==> config.mk <==
export PLATFORM = sky130hd
export DESIGN_NAME = fixed_frame_deframer_crc8
export DESIGN_NICKNAME = d
export VERILOG_FILES = /design/src/sv/ffdc_pkg.sv /design/src/sv/fixed_frame_deframer_crc8.sv
export VERILOG_INCLUDE_DIRS = /design/src /design/src/sv
export SDC_FILE = /design/constraint.sdc
export NUM_CORES = 1
export LEC_CHECK = 0
export ABC_AREA = 1
export BUFFER_PORTS_ARGS = -buffer_cell sky130_fd_sc_hd__buf_2
export CAP_MARGIN = 20
export CORE_MARGIN = 3
export CORE_UTILIZATION = 61
export DETAILED_ROUTE_END_ITERATION = 8
export GPL_ROUTABILITY_DRIVEN = 0
export GPL_TIMING_DRIVEN = 0
export PLACE_DENSITY = 0.85
export SKIP_CTS_REPAIR_TIMING = 1
export SLEW_MARGIN = 20
export SYNTH_ARGS = -nofsm -noshare
export SYNTH_HDL_FRONTEND = slang
export SYNTH_SLANG_ARGS = --single-unit
==> constraint.sdc <==
create_clock -name clock -period 5.26 [get_ports clock]
set_input_delay 0.263 -clock clock [delete_from_list [all_inputs] [get_ports clock]]
set_output_delay 0.263 -clock clock [all_outputs]
set_load 0.03 [all_outputs]
==> src/sv/fixed_frame_deframer_crc8_assert.svh <==
// Assertion macros for the deframer. Each macro checks one implication on the
// rising clock edge and is disabled while reset is high.
`ifndef FIXED_FRAME_DEFRAMER_CRC8_ASSERT_SVH
`define FIXED_FRAME_DEFRAMER_CRC8_ASSERT_SVH

// Same-cycle implication.
`define FFDC_ASSERT_NOW(lbl, ante, cons) \
   lbl: assert property (@(posedge clock) disable iff (reset) (ante) |-> (cons)) \
      else $error("deframer assertion failed");

// Next-cycle implication.
`define FFDC_ASSERT_NEXT(lbl, ante, cons) \
   lbl: assert property (@(posedge clock) disable iff (reset) (ante) |=> (cons)) \
      else $error("deframer assertion failed");

`endif

==> src/sv/ffdc_pkg.sv <==
package ffdc_pkg;

   // Result status codes.
   localparam logic [1:0] STATUS_OK        = 2'd0;
   localparam logic [1:0] STATUS_BAD_TAIL  = 2'd1;
   localparam logic [1:0] STATUS_BAD_CTRL  = 2'd2;
   localparam logic [1:0] STATUS_BAD_CRC   = 2'd3;

   // Input word kinds.
   localparam logic CMD_DATA  = 1'b0;
   localparam logic CMD_FLUSH = 1'b1;

   // Configuration register indexes.
   localparam int CsrIdxW = 3;
   localparam logic [CsrIdxW-1:0] CSR_HEADER_FIRST  = 3'd0;
   localparam logic [CsrIdxW-1:0] CSR_HEADER_SECOND = 3'd1;
   localparam logic [CsrIdxW-1:0] CSR_TAIL_VALUE    = 3'd2;
   localparam logic [CsrIdxW-1:0] CSR_CTRL_LOWEST   = 3'd3;
   localparam logic [CsrIdxW-1:0] CSR_CTRL_HIGHEST  = 3'd4;
   localparam logic [CsrIdxW-1:0] CSR_SLOT_COMMANDS = 3'd5;

   localparam logic [7:0] CRC_POLY = 8'h07;
   localparam logic [2:0] NO_SLOT  = 3'd4;
   localparam int MaxSlots = 4;

   typedef logic [7:0] byte_type;

   // One byte of CRC-8, MSB first, no reflection.
   function automatic byte_type crc8_fold(byte_type crc, byte_type b);
      byte_type v;
      v = crc ^ b;
      for (int k = 0; k < 8; k++) begin
         if (v[7]) begin
            v = {v[6:0], 1'b0} ^ CRC_POLY;
         end else begin
            v = {v[6:0], 1'b0};
         end
      end
      return v;
   endfunction

endpackage

==> src/sv/fixed_frame_deframer_crc8.sv <==
// Fixed-length frame deframer with CRC-8 check.
// The req channel carries one received link byte per word in req_tdata; req_tuser
// set to one marks a flush that drops synchronization instead of a data byte.
// The block hunts for the two header bytes, collects the control byte, the
// payload, the CRC byte, the ignored counter byte and the tail byte, and checks
// the frame when the tail arrives. A good frame yields PAYLOAD_LEN rsp words, a
// bad frame yields one error word; rsp_tlast marks the final word of each run.
// Every input word is absorbed at once, so req_tready is normally high and a byte
// can be taken on every clock outside the stall below. The first result word of
// a frame is valid in the cycle after the tail byte is accepted; the run leaves
// at one word per cycle while rsp_tready is high, from a separate result buffer,
// so the next frame is collected while the run drains. The result buffer sets the
// only stall: the word in the tail position is held off (req_tready low) while an
// earlier run is pending, through the cycle in which its final word is taken.
// Synchronous reset restores the register defaults, clears synchronization and
// drops any pending run. The csr port writes one register per cycle by index
// and should only be used while the block is idle.
module fixed_frame_deframer_crc8 #(
   parameter int PAYLOAD_LEN = 10,
   parameter int SLOT_COUNT  = 4
) (
   input  logic                            clock,
   input  logic                            reset,
   // Input words.
   input  logic                            req_tvalid,
   output logic                            req_tready,
   input  logic [7:0]                      req_tdata,  // [7:0] rx_byte
   input  logic                            req_tuser,  // [0] cmd
   // Result words.
   output logic                            rsp_tvalid,
   input  logic                            rsp_tready,
   // [7:0] ctrl_value, [10:8] slot_index, [14:11] byte_index,
   // [22:15] payload_byte, [23] zero
   output logic [23:0]                     rsp_tdata,
   output logic [1:0]                      rsp_tuser,  // [1:0] status
   output logic                            rsp_tlast,
   // Configuration writes.
   input  logic                            csr_we,
   input  logic [ffdc_pkg::CsrIdxW-1:0]    csr_index,
   input  logic [31:0]                     csr_wdata
);
   import ffdc_pkg::*;

   // Position counter covers header, control, payload, CRC, counter and tail.
   localparam int PosW = $clog2(PAYLOAD_LEN + 6);
   localparam int IdxW = (PAYLOAD_LEN > 1) ? $clog2(PAYLOAD_LEN) : 1;
   localparam logic [PosW-1:0] PosCtrl = PosW'(2);
   localparam logic [PosW-1:0] PosCrc  = PosW'(3 + PAYLOAD_LEN);
   localparam logic [PosW-1:0] PosTail = PosW'(5 + PAYLOAD_LEN);
   localparam logic [IdxW-1:0] IdxLast = IdxW'(PAYLOAD_LEN - 1);

   // Configuration registers.
   logic [7:0]  hdr_first_ff, hdr_second_ff, tail_val_ff, ctrl_lo_ff, ctrl_hi_ff;
   logic [31:0] slot_cmds_ff;

   always_ff @(posedge clock) begin
      if (reset) begin
         hdr_first_ff  <= 8'h55;
         hdr_second_ff <= 8'hAA;
         tail_val_ff   <= 8'h00;
         ctrl_lo_ff    <= 8'h09;
         ctrl_hi_ff    <= 8'h0C;
         slot_cmds_ff  <= 32'h0C0B0A09;
      end else if (csr_we) begin
         case (csr_index)
            CSR_HEADER_FIRST: begin
               hdr_first_ff <= csr_wdata[7:0];
            end
            CSR_HEADER_SECOND: begin
               hdr_second_ff <= csr_wdata[7:0];
            end
            CSR_TAIL_VALUE: begin
               tail_val_ff <= csr_wdata[7:0];
            end
            CSR_CTRL_LOWEST: begin
               ctrl_lo_ff <= csr_wdata[7:0];
            end
            CSR_CTRL_HIGHEST: begin
               ctrl_hi_ff <= csr_wdata[7:0];
            end
            CSR_SLOT_COMMANDS: begin
               slot_cmds_ff <= csr_wdata;
            end
            default: begin
            end
         endcase
      end
   end

   // Synchronization state.
   logic [PosW-1:0] pos_ff, pos_in;
   logic            inside_ff, inside_in;
   logic [7:0]      crc_ff, crc_in;
   logic [7:0]      held_ctrl_ff, held_crc_ff;
   logic [7:0]      pay_store_ff [PAYLOAD_LEN];

   // Result run state.
   logic            run_active_ff, run_active_in;
   logic            run_error_ff;
   logic [IdxW-1:0] run_idx_ff, run_idx_in;
   logic [1:0]      run_status_ff;
   logic [7:0]      run_ctrl_ff;
   logic [2:0]      run_slot_ff;
   logic [7:0]      run_buf_ff [PAYLOAD_LEN];

   logic            req_acc, rsp_acc;
   logic            at_tail, frame_end;
   logic [7:0]      rx;
   logic [1:0]      end_status;
   logic [2:0]      slot_match;
   logic [PosW-1:0] store_pos;
   logic [IdxW-1:0] store_idx;

   assign rx = req_tdata;
   assign at_tail = inside_ff && (pos_ff == PosTail);

   // Only a tail byte can start a run, so only the word in the tail position
   // is held off while the result buffer is still busy.
   assign req_tready = !(run_active_ff && at_tail);
   assign req_acc    = req_tvalid && req_tready;
   assign rsp_acc    = rsp_tvalid && rsp_tready;
   assign frame_end  = req_acc && (req_tuser == CMD_DATA) && at_tail;

   assign store_pos = pos_ff - PosW'(3);
   assign store_idx = store_pos[IdxW-1:0];

   // Checks in priority order: tail, control range, then CRC unless the field
   // is zero.
   always_comb begin
      if (rx != tail_val_ff) begin
         end_status = STATUS_BAD_TAIL;
      end else if (held_ctrl_ff < ctrl_lo_ff || held_ctrl_ff > ctrl_hi_ff) begin
         end_status = STATUS_BAD_CTRL;
      end else if (held_crc_ff != 8'h00 && held_crc_ff != crc_ff) begin
         end_status = STATUS_BAD_CRC;
      end else begin
         end_status = STATUS_OK;
      end
   end

   // Lowest matching slot wins.
   always_comb begin
      slot_match = NO_SLOT;
      for (int i = MaxSlots - 1; i >= 0; i--) begin
         if (i < SLOT_COUNT && slot_cmds_ff[8*i +: 8] == held_ctrl_ff) begin
            slot_match = 3'(i);
         end
      end
   end

   // Header hunt and frame collection.
   always_comb begin
      pos_in    = pos_ff;
      inside_in = inside_ff;
      crc_in    = crc_ff;
      if (req_acc) begin
         if (req_tuser == CMD_FLUSH) begin
            pos_in    = '0;
            inside_in = 1'b0;
            crc_in    = 8'h00;
         end else if (!inside_ff) begin
            if (pos_ff == PosW'(0) && rx == hdr_first_ff) begin
               crc_in = crc8_fold(8'h00, rx);
               pos_in = PosW'(1);
            end else if (pos_ff == PosW'(1) && rx == hdr_second_ff) begin
               crc_in    = crc8_fold(crc_ff, rx);
               pos_in    = PosW'(2);
               inside_in = 1'b1;
            end else if (rx == hdr_first_ff) begin
               // A stray first header byte restarts the hunt at once.
               crc_in = crc8_fold(8'h00, rx);
               pos_in = PosW'(1);
            end else begin
               pos_in = '0;
               crc_in = 8'h00;
            end
         end else if (pos_ff >= PosTail) begin
            pos_in    = '0;
            inside_in = 1'b0;
            crc_in    = 8'h00;
         end else begin
            if (pos_ff < PosCrc) begin
               crc_in = crc8_fold(crc_ff, rx);
            end
            pos_in = pos_ff + PosW'(1);
         end
      end
   end

   always_ff @(posedge clock) begin
      if (reset) begin
         pos_ff    <= '0;
         inside_ff <= 1'b0;
         crc_ff    <= 8'h00;
      end else begin
         pos_ff    <= pos_in;
         inside_ff <= inside_in;
         crc_ff    <= crc_in;
      end
   end

   // Frame field capture; these hold no reset value.
   always_ff @(posedge clock) begin
      if (req_acc && req_tuser == CMD_DATA && inside_ff) begin
         if (pos_ff == PosCtrl) begin
            held_ctrl_ff <= rx;
         end else if (pos_ff > PosCtrl && pos_ff < PosCrc) begin
            pay_store_ff[store_idx] <= rx;
         end else if (pos_ff == PosCrc) begin
            held_crc_ff <= rx;
         end
      end
   end

   // The whole payload moves to the result buffer at frame end.
   always_ff @(posedge clock) begin
      if (frame_end) begin
         run_error_ff  <= (end_status != STATUS_OK);
         run_status_ff <= end_status;
         run_ctrl_ff   <= held_ctrl_ff;
         run_slot_ff   <= (end_status != STATUS_OK) ? NO_SLOT : slot_match;
         for (int k = 0; k < PAYLOAD_LEN; k++) begin
            run_buf_ff[k] <= pay_store_ff[k];
         end
      end
   end

   // Run sequencing.
   always_comb begin
      run_active_in = run_active_ff;
      run_idx_in    = run_idx_ff;
      if (frame_end) begin
         run_active_in = 1'b1;
         run_idx_in    = '0;
      end else if (rsp_acc) begin
         if (rsp_tlast) begin
            run_active_in = 1'b0;
         end else begin
            run_idx_in = run_idx_ff + IdxW'(1);
         end
      end
   end

   always_ff @(posedge clock) begin
      if (reset) begin
         run_active_ff <= 1'b0;
         run_idx_ff    <= '0;
      end else begin
         run_active_ff <= run_active_in;
         run_idx_ff    <= run_idx_in;
      end
   end

   // Result word assembly. An error word carries index and payload zero.
   logic [31:0] idx_wide;
   logic [3:0]  out_bidx;
   logic [7:0]  out_payload;

   assign idx_wide    = 32'(run_idx_ff);
   assign out_bidx    = run_error_ff ? 4'd0 : idx_wide[3:0];
   assign out_payload = run_error_ff ? 8'h00 : run_buf_ff[run_idx_ff];

   assign rsp_tvalid = run_active_ff;
   assign rsp_tlast  = run_error_ff || (run_idx_ff == IdxLast);
   assign rsp_tuser  = run_status_ff;
   assign rsp_tdata  = {1'b0, out_payload, out_bidx, run_slot_ff, run_ctrl_ff};

`include "fixed_frame_deframer_crc8_assert.svh"

   `FFDC_ASSERT_NOW(a_err_single, rsp_tvalid && rsp_tuser != STATUS_OK, rsp_tlast)
   `FFDC_ASSERT_NEXT(a_run_ends, rsp_acc && rsp_tlast && !frame_end, !rsp_tvalid)
   `FFDC_ASSERT_NEXT(a_flush_drops, req_acc && req_tuser == CMD_FLUSH, !inside_ff && pos_ff == '0)
   `FFDC_ASSERT_NOW(a_inside_pos, inside_ff, pos_ff >= PosCtrl)

endmodule
==> impl_metrics.env, run 1 <==
export IMPL_dieHeight_um=148.0
export IMPL_final_util=0.7183
export IMPL_viasPerCell=5.592
export IMPL_avgSynthCellArea_um2=10.39
export IMPL_die_w_um=148.0
export IMPL_path_max_fanout=10
export IMPL_slew_headroom=0.3954
export IMPL_startpoint_type="flop"
export IMPL_violations="design-rule violations"
export IMPL_syn_to_final_growth_pct=14.85
export IMPL_post_dp_hpwl_mm=19.30
export IMPL_ys_seq_elements=284
export IMPL_fin_ws_ns=2.217
export IMPL_r2r_start="pos_ff[0]$_SDFFE_PP0P_"
export IMPL_hold_class="in2reg"
export IMPL_clk_pin_slew_ns=0.07
export IMPL_grt_pass1_vias=8747
export IMPL_ir_drop_v=0.0002405
export IMPL_finClkSkew_ns=0.01982
export IMPL_wl_mm=29.56
export IMPL_layout_drive_gt1_share=0.1507
export IMPL_syn_inst=1183
export IMPL_grt_max_degree=55
export IMPL_fp_row_count=51
export IMPL_initial_core_util=0.6254
export IMPL_synth_area_um2=12290
export IMPL_final_max_slew_viol_count=0
export IMPL_vias=8903
export IMPL_rr_worst_depth=10
export IMPL_setup_viol=0
export IMPL_async_flop_share=0
export IMPL_cap_violations=0
export IMPL_cts_tree="built"
export IMPL_first_pass_iters=8
export IMPL_min_path_cells=3
export IMPL_rsz0062_at_grt="no"
export IMPL_track_usage=0.2611
export IMPL_yosysSeqAreaShare=0.6173
export IMPL_outcome="finished with violations"
export IMPL_port_buffers=76
export IMPL_clock_latency_ns=0.54
export IMPL_arrival_ns=3.19
export IMPL_drtAntennaViolNets=0
export IMPL_clock_path_buffers=3
export IMPL_worstSetupEndpointType="flop"
export IMPL_leakage_nw=5.535
export IMPL_period_needed_ns=3.043
export IMPL_power_mw=4.520
export IMPL_netlist_cell_type_count=46
export IMPL_worst_slew_pin_slew_ns=0.9020
export IMPL_cp_startpoint="pos_ff[0]$_SDFFE_PP0P_"
export IMPL_place_ws_ns=2.184
export IMPL_die_area_um2=21890
export IMPL_powerDensity_nw_per_um2=320.2
export IMPL_antenna_found_initial=0
export IMPL_cts_buffers=27
export IMPL_syn_nets=1254
export IMPL_hold_ws_ns=0.02562
export IMPL_crit_required_ns=5.41
export IMPL_grt_overflow=0
export IMPL_fill_cells=1297
export IMPL_cts_root_buf="clkbuf_16"
export IMPL_hold_violations=0
export IMPL_cts_max_level=1
export IMPL_wl_per_cell_um=18.57
export IMPL_period_share=0.5786
export IMPL_antenna_cells=0
export IMPL_yosysWarnings=0
export IMPL_io_pins=78
export IMPL_tritoncts_num_sinks=284
export IMPL_min_delay_start="csr_wdata[12]"
export IMPL_setup_tns_ns=0
export IMPL_drtIter0Drc=820
export IMPL_nets=1377
export IMPL_grt_pass1_wl_mm=45.09
export IMPL_crit_type="reg2reg"
export IMPL_synth_edf_count=190
export IMPL_synth_ff_type="edfxtp_1"
export IMPL_coreArea_um2=19650
export IMPL_drc=2
export IMPL_timing_fmax_mhz=328.6
[kinds of logic (layout without fill, tap and decap cells)]
family	count (synthesis)	in the layout	share of synthesized area
simple gates	410	410	0.1470
mux	16	16	0.01303
other cells	1	1	0.0003051
xor+xnor	61	61	0.04347
fa+ha+maj	22	22	0.02239
flops	284	284	0.6173
compound gates	214	214	0.09660
buf+inv	175	319	0.05996
[sequential cells by signal (all words and copies together) (netlist names), named ones only]
name	flops
run_buf_ff	80
pay_store_ff	80
held_crc_ff	8
ctrl_lo_ff	8
tail_val_ff	8
slot_cmds_ff	32
inside_ff	1
run_slot_ff	3
crc_ff	8
hdr_second_ff	8
rsp_tuser	2
ctrl_hi_ff	8
pos_ff	4
run_error_ff	1
rsp_tvalid	1
run_ctrl_ff	8
hdr_first_ff	8
run_idx_ff	4
held_ctrl_ff	8
[path summary, 6_finish.rpt]
path | endpoint | slack, ns
worst max-delay path | pay_store_ff[4][0]$_DFFE_PP_ | 2.22
worst min-delay path | slot_cmds_ff[12]$_SDFFE_PP0P_ | 0.03
worst max register to register | pay_store_ff[4][0]$_DFFE_PP_ | 2.22
worst min register to register | run_buf_ff[0][5]$_DFFE_PP_ | 0.41
[cell type report]
type | instances | area, um2 | area share
flip-flops and latches | 284 | 7587 | 0.5374
multi-input cells | 724 | 4031 | 0.2856
clock buffers | 32 | 694.4 | 0.04919
repair buffers | 94 | 573.1 | 0.04059
inverters | 134 | 513.0 | 0.03634
well taps | 265 | 331.6 | 0.02349
plain buffers | 41 | 226.5 | 0.01604
clock inverters | 18 | 160.2 | 0.01134
[routing by layer]
layer,vias up,track usage,part of all wire
li1,4232,-,-
met1,4160,0.3280,0.38
met2,423,0.4659,0.51
met3,88,0.03464,0.074
met4,0,0.09469,0.032
met5,-,0,0
[report_power, final]
| part | internal, mW | switching, mW | leakage, nW |
|---|---|---|---|
| combinational | 0.0819 | 0.146 | 2.63 |
| clock | 1.09 | 0.809 | 0.416 |
| sequential | 2.38 | 0.0125 | 2.49 |
[stage by stage]
step | cell area, um2 | cells
after floorplan | 12290 | 1183
after global placement | 13000 | 1524
after detailed placement | 13080 | 1527
after CTS | 13930 | 1577
after global routing | 14120 | 1592
final | 14120 | 1592
[cells in the mapped netlist (5+ instances only)]
cell | n | share of area
edfxtp_1 | 190 | 0.46
inv_1 | 118 | 0.036
inv_2 | 11 | 0.0034
buf_6 | 5 | 0.0046
nand3_1 | 41 | 0.017
nor3_1 | 11 | 0.0045
o21ai_1 | 8 | 0.0033
mux2i_1 | 16 | 0.013
nor2_2 | 8 | 0.0041
nand2_1 | 211 | 0.064
nand2_2 | 8 | 0.0041
o211ai_1 | 19 | 0.012
a21oi_2 | 7 | 0.0050
xnor2_1 | 33 | 0.024
ha_1 | 22 | 0.022
clkbuf_1 | 24 | 0.0073
nor2_1 | 92 | 0.028
or2_2 | 8 | 0.0041
a21oi_1 | 76 | 0.031
dfxtp_1 | 94 | 0.15
nand4_1 | 16 | 0.0081
o21ai_0 | 94 | 0.038
xor2_1 | 28 | 0.020
[layout by cell type, fill, tap and decap left out, types with 9 or more instances in the layout]
cell type and instances:
nand2_1 211, edfxtp_1 190, inv_1 117, o21ai_0 94, dfxtp_1 94, nor2_1 92
buf_2 80, a21oi_1 76, nand3_1 41, xnor2_1 33, clkbuf_1 29, xor2_1 28
clkbuf_16 27, ha_1 22, o211ai_1 19, nand4_1 16, mux2i_1 16, dlygate4sd3_1 15
inv_2 11, clkinv_1 9
[worst max-delay path, cell delays in order (launching register included)]
cell,delay (ns)
dfxtp_1,0.38
ha_1,0.28
inv_1,0.25
nor2_4,0.11
inv_2,0.09
nor2_4,0.06
a21boi_4,0.26
nand2_2,0.13
inv_2,0.12
nand2_2,0.24
nor3_2,0.76
Note: power is estimated with default switching activity, not from simulation.
==> run 2, diff against run 1 <==
- clock period: 5.26 -> 3 ns (I/O delays scaled with it)
==> run 2 against run 1 <==
  * The run ends with negative hold slack left
  * Design area is 1.8% higher
  * Worst hold slack worse by 0.027 ns
  * Sequential share of layout area shrank 0.88 points
  * Utilization increased by 1.3 points
  * Cell count grew 1.1%
  * Flip-flop and latch count stayed put
==> impl_metrics.env, run 2 (synthesis gave the netlist of run 1 again) <==
export IMPL_final_area_um2=14370
export IMPL_nets=1395
export IMPL_worstSetupEndpointType="flop"
export IMPL_slew_headroom=0.3681
export IMPL_arrival_ns=3.02
export IMPL_outcome="finished with violations"
export IMPL_grt_pass1_vias=8766
export IMPL_netSwitchingFraction=0.2150
export IMPL_setup_tns_ns=0
export IMPL_antenna_found_initial=0
export IMPL_hold_ws_ns=-0.001157
export IMPL_period_share=0.9560
export IMPL_fill_cells=1275
export IMPL_dieHeight_um=148.0
export IMPL_clock_latency_ns=0.55
export IMPL_final_common_cell="nand2_1"
export IMPL_power_frac_seq=0.520
export IMPL_cts_buffers=27
export IMPL_tritoncts_num_sinks=284
export IMPL_multi_input_area_um2=4044
export IMPL_leakage_nw=5.620
export IMPL_top_regs="pay_store_ff (80), run_buf_ff (80), slot_cmds_ff (32)"
export IMPL_initial_core_util=0.6254
export IMPL_fp_row_count=51
export IMPL_wl_per_cell_um=18.90
export IMPL_vias=9172
export IMPL_power_frac_comb=0.052
export IMPL_drc=0
export IMPL_seq_area_um2=7595
export IMPL_final_util=0.7310
export IMPL_ir_drop_v=0.0004480
export IMPL_grt_max_degree=37
export IMPL_final_max_slew_viol_count=0
export IMPL_antenna_cells=0
export IMPL_powerDensity_nw_per_um2=562.3
export IMPL_timing_fmax_mhz=348.7
export IMPL_finClkSkew_ns=0.01425
export IMPL_drtIter0Drc=910
export IMPL_post_dp_hpwl_mm=19.23
export IMPL_cts_root_buf="clkbuf_16"
export IMPL_viasPerCell=5.697
export IMPL_grt_pass1_wl_mm=45.53
export IMPL_io_pins=78
export IMPL_worst_slew_pin_slew_ns=0.9427
export IMPL_first_pass_iters=6
export IMPL_rsz0062_at_grt="no"
export IMPL_coreArea_um2=19650
export IMPL_track_usage=0.2628
export IMPL_dp_cells=1528
export IMPL_hold_class="in2reg"
export IMPL_layout_drive_gt1_share=0.1539
export IMPL_wl_mm=30.44
export IMPL_layout_common_cells="nand2_1 (211), edfxtp_1 (190), inv_1 (116)"
export IMPL_crit_type="reg2reg"
export IMPL_hold_violations=1
export IMPL_setup_viol=0
export IMPL_port_buffers=76
export IMPL_drtAntennaViolNets=0
export IMPL_cap_violations=0
export IMPL_path_max_fanout=10
export IMPL_grt_overflow=0
export IMPL_period_needed_ns=2.868
export IMPL_die_area_um2=21890
export IMPL_fin_cells=1610
export IMPL_post_dp_cell_area_um2=13110
export IMPL_pwr_share_clk=0.428
export IMPL_clock_path_buffers=3
export IMPL_violations="negative hold slack"
export IMPL_crit_required_ns=3.16
export IMPL_die_w_um=148.0
export IMPL_clk_pin_slew_ns=0.07
export IMPL_cts_max_level=1
export IMPL_p_int_mw=6.343
export IMPL_cts_tree="built"
export IMPL_switchingPower_mw=1.737
export IMPL_startpoint_type="flop"
export IMPL_syn_to_final_growth_pct=16.89
run 2: cell count changes in the layout (fill, tap and decap cells not counted), moves of 2 or more:
cell | previous run | this run
clkinvlp_4 | 0 | 4
clkinvlp_2 | 2 | 0
buf_12 | 0 | 2
dlygate4sd3_1 | 15 | 32
dfxtp_1 | 94 | 92
dfxtp_4 | 0 | 2
run 2: power by group through the flow:
stage	clock network, mW	logic, mW	registers [mW]
CTS	3.46	0.376	4.20
global placement	0	0.356	4.28
floorplan	0	0.235	4.28
global route	3.65	0.459	4.20
finish	3.46	0.419	4.20
detailed placement	0	0.368	4.28
run 2: path summary, 6_finish.rpt:
check                          startpoint  slack (ns)                            to  depth (start not counted)
min reg2reg  pay_store_ff[7][1]$_DFFE_PP_        0.42    run_buf_ff[7][1]$_DFFE_PP_                          0
max                pos_ff[0]$_SDFFE_PP0P_        0.13  pay_store_ff[4][4]$_DFFE_PP_                         10
max reg2reg        pos_ff[0]$_SDFFE_PP0P_        0.13  pay_store_ff[4][4]$_DFFE_PP_                         10
min                          csr_index[0]      -0.001    ctrl_lo_ff[3]$_SDFFE_PP1P_                          4
run 2: cell type report:
class | count | share of cell area
buffer | 41 | 0.01576
clock buffer | 31 | 0.04807
timing repair buffer | 112 | 0.05260
inverter | 134 | 0.03579
multi-input combinational | 724 | 0.2815
sequential | 284 | 0.5286
clock inverter | 19 | 0.01463
tap | 265 | 0.02308
run 2: worst max-delay path, stage by stage, from the launching register on:
cell	delay, ns
dfxtp_4	0.37
ha_4	0.17
inv_2	0.14
nor2_4	0.08
inv_2	0.08
nor2_4	0.06
a21boi_4	0.29
nand2_2	0.14
inv_2	0.11
nand2_2	0.24
nor3_2	0.79
run 2: metrics by stage:
stage	power, mW	setup slack [ns]
after floorplan	4.515	0.002222
after global placement	4.638	-0.6104
after detailed placement	4.652	0.1556
after CTS	8.038	-0.009843
after global routing	8.311	0.02636
final	8.079	0.1320
run 2: routing by layer:
layer | share of wire | track usage | vias up
met1 | 0.38 | 0.3415 | 4336
met3 | 0.078 | 0.03525 | 97
met4 | 0.038 | 0.09376 | 0
li1 | - | - | 4267
met5 | 0 | 0 | -
met2 | 0.50 | 0.4568 | 472
==> run 3, diff against run 2 <==
==> constraint.sdc (replaced) <==
create_clock -name clock -period 3 [get_ports clock]
set_input_delay 0.3 -clock clock [delete_from_list [all_inputs] [get_ports clock]]
set_output_delay 0.3 -clock clock [all_outputs]
set_load 0.03 [all_outputs]
==> run 3 against run 2 <==
  * The run still ends with negative hold slack left
  * Clock skew decreased by 0.0061 ns
  * Cell count is 1.5% lower
  * Power is 0.55% lower
  * Via count fell by 3.0%
  * Die area unchanged
  * Sequential share of layout area grew 0.87 points
  * Critical endpoint is now pay_store_ff[5][0]$_DFFE_PP_
  * Largest power group unchanged
==> impl_metrics.env, run 3 (synthesis gave the netlist of run 1 again) <==
export IMPL_outcome="finished with violations"
export IMPL_violations="negative hold slack"
export IMPL_die_w_um=148.0
export IMPL_cp_startpoint="pos_ff[1]$_SDFFE_PP0P_"
export IMPL_vias=8897
export IMPL_clk_pin_slew_ns=0.07
export IMPL_cts_root_buf="clkbuf_16"
export IMPL_viasPerCell=5.610
export IMPL_initial_core_util=0.6254
export IMPL_top_regs="pay_store_ff (80), run_buf_ff (80), slot_cmds_ff (32)"
export IMPL_period_share=0.9469
export IMPL_coreArea_um2=19650
export IMPL_antenna_found_initial=0
export IMPL_hold_class="in2reg"
export IMPL_track_usage=0.2628
export IMPL_crit_type="reg2reg"
export IMPL_path_max_fanout=10
export IMPL_dieHeight_um=148.0
export IMPL_tritoncts_num_sinks=284
export IMPL_grt_max_degree=37
export IMPL_layout_drive_gt1_share=0.1567
export IMPL_cap_violations=0
export IMPL_cts_tree="built"
export IMPL_final_max_slew_viol_count=0
export IMPL_port_buffers=76
export IMPL_arrival_ns=3.00
export IMPL_min_delay_start="csr_wdata[8]"
export IMPL_cp_common_cell="inv_2"
export IMPL_path_delay_family="simple AND/OR/NAND/NOR gates"
export IMPL_leakage_nw=5.523
export IMPL_slew_headroom=0.3749
export IMPL_fill_cells=1327
export IMPL_place_ws_ns=0.1556
export IMPL_fin_ws_ns=0.1594
export IMPL_first_pass_iters=5
export IMPL_final_common_cell="nand2_1"
export IMPL_final_area_um2=14130
export IMPL_startpoint_type="flop"
export IMPL_dp_cells=1528
export IMPL_nets=1371
export IMPL_crit_slowest_cell="nor3_2"
export IMPL_timing_fmax_mhz=352.0
export IMPL_hold_violations=4
export IMPL_worst_slew_pin_slew_ns=0.9326
export IMPL_die_area_um2=21890
export IMPL_wl_mm=29.11
export IMPL_period_needed_ns=2.841
export IMPL_seq_area_um2=7595
export IMPL_powerDensity_nw_per_um2=568.5
export IMPL_grt_overflow=0
export IMPL_slowest_delay_ns=0.78
export IMPL_worstSetupEndpointType="flop"
export IMPL_drtIter0Drc=725
export IMPL_multi_input_area_um2=4044
export IMPL_drtAntennaViolNets=0
export IMPL_cts_buffers=27
export IMPL_crit_required_ns=3.16
export IMPL_setup_viol=0
export IMPL_power_mw=8.035
export IMPL_grt_pass1_vias=8766
export IMPL_fp_row_count=51
export IMPL_post_dp_hpwl_mm=19.23
export IMPL_rsz0062_at_grt="no"
export IMPL_clock_latency_ns=0.54
export IMPL_io_pins=78
export IMPL_drc=0
export IMPL_path_cells="ha_4 -> inv_2 -> nor2_4 -> inv_2 -> nor2_4 -> a21boi_4 -> nand2_2 -> inv_2 -> nand2_2 -> nor3_2"
export IMPL_finClkSkew_ns=0.008137
export IMPL_post_dp_cell_area_um2=13110
export IMPL_fin_cells=1586
export IMPL_ir_drop_v=0.0004537
export IMPL_layout_common_cells="nand2_1 (211), edfxtp_1 (190), inv_1 (116)"
export IMPL_antenna_cells=0
export IMPL_cp_buffers_inverters=3
export IMPL_grt_pass1_wl_mm=45.53
export IMPL_wl_per_cell_um=18.35
export IMPL_clock_path_buffers=3
export IMPL_r2r_start="pos_ff[1]$_SDFFE_PP0P_"
export IMPL_syn_to_final_growth_pct=14.98
export IMPL_cts_max_level=1
export IMPL_hold_ws_ns=-0.01923
[run 3: cell types whose count changed in the layout (fill, tap and decap cells not counted)]
cell           previous run  this run
clkbuf_1                 28        27
dlygate4sd3_1            32         9
[run 3: area by class of cell]
type	count	share of cell area
Multi-Input combinational cell	724	0.2861
Inverter	134	0.03638
Clock inverter	19	0.01487
Clock buffer	31	0.04887
Tap cell	265	0.02346
Sequential cell	284	0.5374
Timing Repair Buffer	89	0.03718
Buffer	40	0.01576
[run 3: per-layer routing]
| metal | vias to the layer above | GRT usage | share of wire | routed length (um) |
|---|---|---|---|---|
| li1 | 4222 | - | - | - |
| met4 | 0 | 0.09376 | 0.035 | 1007 |
| met5 | - | 0 | 0 | 0 |
| met1 | 4195 | 0.3415 | 0.39 | 11320 |
| met2 | 399 | 0.4568 | 0.50 | 14610 |
| met3 | 81 | 0.03525 | 0.074 | 2166 |
[run 3: power by group]
| group | switching [mW] | leakage, nW | internal (mW) | total (mW) |
|---|---|---|---|---|
| sequential | 0.0219 | 2.49 | 4.18 | 4.20 |
| combinational | 0.252 | 2.60 | 0.139 | 0.391 |
| clock | 1.44 | 0.433 | 2.01 | 3.44 |
| total | 1.71 | 5.52 | 6.32 | 8.04 |
[run 3: through the flow]
stage / setup TNS (ns) / util
after global routing: 0 / 0.7191
after CTS: -0.07447 / 0.7128
final: 0 / 0.7191
after floorplan: 0 / -
after detailed placement: 0 / 0.6670
after global placement: -57.76 / 0.6628
[run 3: worst paths after layout]
kind | end | slack [ns] | cells past startpoint
setup / recovery | pay_store_ff[5][0]$_DFFE_PP_ | 0.16 | 10
hold / removal | slot_cmds_ff[8]$_SDFFE_PP0P_ | -0.02 | 3
setup reg to reg | pay_store_ff[5][0]$_DFFE_PP_ | 0.16 | 10
hold reg to reg | run_buf_ff[4][6]$_DFFE_PP_ | 0.42 | 0
[run 3: worst register-to-register path, cell delays in order, from the launching register on]
cell      delay (ns)
dfxtp_4         0.38
ha_4            0.17
inv_2           0.13
nor2_4          0.07
inv_2           0.08
nor2_4          0.06
a21boi_4        0.29
nand2_2         0.14
inv_2           0.11
nand2_2         0.24
nor3_2          0.78
